===== config.mk =====
export PLATFORM = sky130hd
export DESIGN_NAME = dtlb_branch
export DESIGN_NICKNAME = d
export VERILOG_FILES = /design/src/hw/rtl/dtlb_pkg.sv /design/src/hw/rtl/dtlb_branch.sv
export SDC_FILE = /design/constraint.sdc
export NUM_CORES = 2
export LEC_CHECK = 0
export BUFFER_PORTS_ARGS = -buffer_cell sky130_fd_sc_hd__buf_2
export CELL_PAD_IN_SITES_DETAIL_PLACEMENT = 0
export CELL_PAD_IN_SITES_GLOBAL_PLACEMENT = 1
export CORE_ASPECT_RATIO = 1.25
export CORE_MARGIN = 2
export CORE_UTILIZATION = 46
export CTS_CLUSTER_SIZE = 30
export DETAILED_ROUTE_END_ITERATION = 10
export HOLD_SLACK_MARGIN = 0.02
export PLACE_DENSITY = 0.86
export SYNTH_ARGS = -nofsm -noshare
export SYNTH_HDL_FRONTEND = slang
export SYNTH_SLANG_ARGS = --single-unit

===== constraint.sdc =====
create_clock -name i_clk -period 5.6 [get_ports i_clk]
set_input_delay 0.28 -clock i_clk [delete_from_list [all_inputs] [get_ports i_clk]]
set_output_delay 0.28 -clock i_clk [all_outputs]
set_load 0.05 [all_outputs]

===== src/hw/rtl/dtlb_pkg.sv =====
`default_nettype none

package dtlb_pkg;

    // configuration port
    localparam int CFG_INDEX_BITS = 3;
    localparam int CFG_DATA_BITS  = 32;

    typedef logic [CFG_INDEX_BITS-1:0] t_cfg_index;

    localparam t_cfg_index CFG_EARLY_OFFSET = 3'd0;
    localparam t_cfg_index CFG_EARLY_LINEAR = 3'd1;
    localparam t_cfg_index CFG_EARLY_SQUARE = 3'd2;
    localparam t_cfg_index CFG_LATE_OFFSET  = 3'd3;
    localparam t_cfg_index CFG_LATE_LINEAR  = 3'd4;
    localparam t_cfg_index CFG_LATE_SQUARE  = 3'd5;
    localparam t_cfg_index CFG_SLOPE        = 3'd6;
    localparam t_cfg_index CFG_CENTER       = 3'd7;

    localparam int COEF_BITS   = 32;
    localparam int SLOPE_BITS  = 24;
    localparam int CENTER_BITS = 12;

    // k = 100 per count at reset, centered on count 1440
    localparam logic signed [SLOPE_BITS-1:0] SLOPE_RESET  = 24'sd25600;
    localparam logic [CENTER_BITS-1:0]       CENTER_RESET = 12'd1440;

    // branch fixed point: offset in 2^-16, linear in 2^-24, square in 2^-40
    localparam int OFFSET_SHIFT = 8;
    localparam int SQUARE_SHIFT = 16;

    // result
    localparam int LEN_BITS        = 14;
    localparam int LEN_ROUND_SHIFT = 14;
    localparam logic [LEN_BITS-1:0] LEN_MAX = '1;

    typedef enum logic [1:0] {
        WSEL_TABLE,
        WSEL_ZERO,
        WSEL_ONE
    } t_wsel;

    // width of a branch value in 2^-24 mm for a given count width
    function automatic int branch_bits(input int tdc_bits);
        int ltw;
        int sqs;
        int lt3w;
        ltw  = COEF_BITS + tdc_bits + 1;
        sqs  = COEF_BITS + 2 * tdc_bits - SQUARE_SHIFT;
        lt3w = ((ltw > COEF_BITS + OFFSET_SHIFT) ? ltw : COEF_BITS + OFFSET_SHIFT) + 1;
        return ((sqs > lt3w) ? sqs : lt3w) + 1;
    endfunction

endpackage

`default_nettype wire


===== src/hw/rtl/dtlb_branch.sv =====
`default_nettype none

module dtlb_branch import dtlb_pkg::*; #(
    parameter int TDC_BITS = 12,
    localparam int BW = branch_bits(TDC_BITS)
) (
    input  logic                        i_clk,
    input  logic [TDC_BITS-1:0]         i_t,
    input  logic [2*TDC_BITS-1:0]       i_tt,
    input  logic signed [COEF_BITS-1:0] i_offset,
    input  logic signed [COEF_BITS-1:0] i_linear,
    input  logic signed [COEF_BITS-1:0] i_square,
    output logic signed [BW-1:0]        o_length
);

    localparam int LTW  = COEF_BITS + TDC_BITS + 1;
    localparam int SQW  = COEF_BITS + 2 * TDC_BITS;
    localparam int OSW  = COEF_BITS + OFFSET_SHIFT;
    localparam int LT3W = ((LTW > OSW) ? LTW : OSW) + 1;

    logic signed [LTW-1:0]  r_lin_t, n_lin_t;
    logic signed [LTW-1:0]  r_lin_t2;
    logic signed [LTW-1:0]  r_sq_lo, n_sq_lo;
    logic signed [LTW-1:0]  r_sq_hi, n_sq_hi;
    logic signed [SQW-1:0]  r_sqtt, n_sqtt;
    logic signed [LT3W-1:0] r_lt3, n_lt3;
    logic signed [BW-1:0]   r_len, n_len;

    always_comb begin
        // stage 1: linear term against the count
        n_lin_t = LTW'(i_linear) * LTW'($signed({1'b0, i_t}));
        // stage 2: square coefficient times t*t, split in two halves of t*t
        n_sq_lo = LTW'(i_square) * LTW'($signed({1'b0, i_tt[TDC_BITS-1:0]}));
        n_sq_hi = LTW'(i_square) * LTW'($signed({1'b0, i_tt[2*TDC_BITS-1:TDC_BITS]}));
        // stage 3: join halves, add offset to linear term
        n_sqtt  = (SQW'(r_sq_hi) <<< TDC_BITS) + SQW'(r_sq_lo);
        n_lt3   = LT3W'(r_lin_t2) + (LT3W'(i_offset) <<< OFFSET_SHIFT);
        // stage 4: floor of the square term plus the rest
        n_len   = BW'(r_sqtt >>> SQUARE_SHIFT) + BW'(r_lt3);
    end

    always_ff @(posedge i_clk) begin
        r_lin_t  <= n_lin_t;
        r_lin_t2 <= r_lin_t;
        r_sq_lo  <= n_sq_lo;
        r_sq_hi  <= n_sq_hi;
        r_sqtt   <= n_sqtt;
        r_lt3    <= n_lt3;
        r_len    <= n_len;
    end

    assign o_length = r_len;

endmodule

`default_nettype wire


==> impl_metrics.env <==
export IMPL_end_kind="flip-flop"
export IMPL_period_needed_ns=5.36
export IMPL_async_flop_share=0
export IMPL_layout_cell_area_non_filler_mm2=0.0575
export IMPL_path_max_fanout=12
export IMPL_synthFlopType="dfxtp_1"
export IMPL_core_area_mm2=0.110
export IMPL_drive_gt1_frac=0.117
export IMPL_cts_buffers=31
export IMPL_ys_seq_area_frac=0.118
export IMPL_grt_pass1_vias=40568
export IMPL_antenna_found_initial=17
export IMPL_die_h_um=375
export IMPL_dpl_cell_area_mm2=0.0561
export IMPL_setup_viol=0
export IMPL_cts_tree="done"
export IMPL_first_pass_iters=5
export IMPL_htree_levels=1
export IMPL_ys_types=68
export IMPL_cp_required_ns=6.07
export IMPL_grt_ovfl_total=0
export IMPL_clkSinkCount=300
export IMPL_syn_area_per_cell_um2=8.98
export IMPL_synthesis_nets=7206
export IMPL_dr_total_vias=37662
export IMPL_synthTopCellsByArea="fa_1 (40%), dfxtp_1 (12%), ha_1 (10%)"
export IMPL_max_slew_margin_rel=0.497
export IMPL_gp_congestion=0.940
export IMPL_hold_violations=0
export IMPL_insertion_delay_ns=0.60
export IMPL_yosysTopAreaCell="fa_1"
export IMPL_synth_edf_count=0
export IMPL_grt_pass1_wl_um=203000
export IMPL_ys_seq_elements=300
export IMPL_wl_per_cell_um=16.0
export IMPL_setup_slack_ns=0.237
export IMPL_root_buffer="clkbuf_16"
export IMPL_drt_iter0_drc=2051
export IMPL_mappedNetlistArea_mm2=0.0507
export IMPL_max_cap_violations=0
export IMPL_grt_max_degree=29
export IMPL_rsz0062_at_grt="true"
export IMPL_area_growth_pct=13.3
export IMPL_cts_path_max_buffers=3
export IMPL_io_pins=180
export IMPL_drcViolationCount=0
export IMPL_core_rowCount=136
export IMPL_final_common_cell="inv_1"
export IMPL_synth_cells=5646
export IMPL_yosysTopAreaCellShare=0.399
export IMPL_dieArea_mm2=0.113
export IMPL_worstSetupStartpointType="input port"
export IMPL_fin_nets=7634
export IMPL_hold_path_class="in2reg"
export IMPL_fmax_mhz=186
export IMPL_cp_arrival_ns=5.83
export IMPL_synth_warnings=0
export IMPL_viasPerCell=4.99
export IMPL_track_usage=0.223
export IMPL_io_buffers=179
export IMPL_slew_violations=0
export IMPL_worstMarginPinSlew_ns=0.736
export IMPL_dp_hpwl_um=106000
export IMPL_die_w_um=301
export IMPL_ant_nets=0
export IMPL_finalNonFillerCells=7548
export IMPL_finalWirelength_um=121000
export IMPL_clock_skew_ns=0.0150
export IMPL_pre_cts_ws_ns=-0.536
export IMPL_path_class="in2reg"
export IMPL_period_share=0.958
export IMPL_path_clk_slew_ns=0.06
export IMPL_placed_cells=7489
export IMPL_initial_core_util=0.462
export IMPL_status="finished clean"
export IMPL_mostFrequentLayoutCells="inv_1 (1336), fa_1 (1012), nand2_1 (711)"
per-layer routing:
metal / wire length (um) / up-vias / track usage
li1: - / 17659 / -
met1: 46500 / 18911 / 0.258
met2: 63000 / 796 / 0.413
met3: 4970 / 272 / 0.0244
met4: 6040 / 24 / 0.0962
met5: 135 / - / 0
flip-flops by register name, summed over array words and instances, names as in the netlist:
| register | flops |
|---|---|
| r_lin_t2 | 45 |
| r_sq_hi | 44 |
| r_lin_t | 45 |
| o_length | 47 |
| r_lt3 | 46 |
| r_sqtt | 40 |
| r_sq_lo | 33 |
synthesized netlist by cell type (all sizes together) (3+ instances only):
cell type  number
a211o           8
a211oi         16
a21boi         12
a21o          107
a21oi         165
a221oi          6
a31o            6
a31oi          19
a41oi           7
and2          534
and3           20
and4            7
clkbuf        215
dfxtp         300
fa           1012
ha            415
inv          1336
nand2         711
nand2b         30
nand3          29
nand4          21
nor2          130
nor2b          35
nor3           30
nor3b           3
o211ai         17
o21a           34
o21ai         101
o21bai         26
o31a            6
o31ai          12
or2             5
or3             8
xnor2         166
xor2           63
metrics by stage:
| stage | utilization | hold slack [ns] | TNS [ns] |
|---|---|---|---|
| 2_1_floorplan | - | 0.310 | -0.0116 |
| 3_3_place_gp | 0.512 | 0.310 | -11.90 |
| 3_5_place_dp | 0.512 | 0.312 | -15.18 |
| 4_1_cts | 0.522 | 0.0429 | 0 |
| 5_1_grt | 0.523 | 0.0506 | -0.00998 |
| 6_report | 0.523 | 0.0588 | 0 |
worst paths after layout:
check             slack (ns)         start  cells after the start            to
setup reg to reg        1.77    r_sqtt[16]                     14  o_length[44]
setup / recovery        0.24  i_square[13]                     25   r_sq_hi[43]
hold / removal          0.06   i_offset[0]                      2      r_lt3[8]
hold reg to reg         0.32   r_lin_t[20]                      0  r_lin_t2[20]
what timing repair did:
action / in CTS / in global routing
resized for setup: 0 / 48
hold buffers: 0 / 0
buffers inserted: 0 / 1
setup endpoints to repair: 0 / 24
kinds of logic (layout without fill, tap and decap cells):
| logic type | count (synthesis) | in the layout | share of synthesized area |
|---|---|---|---|
| and+or+nand+nor | 1572 | 1572 | 0.152 |
| xor gates and xnor gates | 229 | 229 | 0.0395 |
| buffers and inverters | 1551 | 2001 | 0.115 |
| AOI/OAI and AO/OA | 567 | 567 | 0.0738 |
| adders and majority gates | 1427 | 1427 | 0.502 |
| DFF | 300 | 300 | 0.118 |
| other | 0 | 3 | 0 |
worst max-delay path: stages:
cell and delay [ns]:
buf_2 0.13, buf_12 0.15, buf_4 0.13, and2_1 0.15, fa_1 0.53, inv_1 0.05, fa_1 0.47, inv_1 0.05
fa_1 0.54, fa_1 0.56, inv_1 0.05, fa_1 0.47, inv_1 0.04, ha_1 0.32, a21oi_1 0.13, o21ai_0 0.13
a211oi_1 0.25, nor2_1 0.10, nor2_2 0.19, or3_1 0.15, o21ai_2 0.09, a31oi_4 0.25, o211ai_1 0.14, o41ai_2 0.35
xnor2_1 0.10
cell type report:
class	instances	area, um^2
clock buffer	36	825
inverter	1336	5010
multi-input combinational	3795	39100
tap	1449	1810
timing repair buffer	610	4390
clock inverter	19	303
sequential	300	6010
antenna	3	7.51
fill	10079	52300
Power is left out: the tool's default activity adds up to more than one toggle a clock period on the data nets, which glitch-free logic cannot reach.
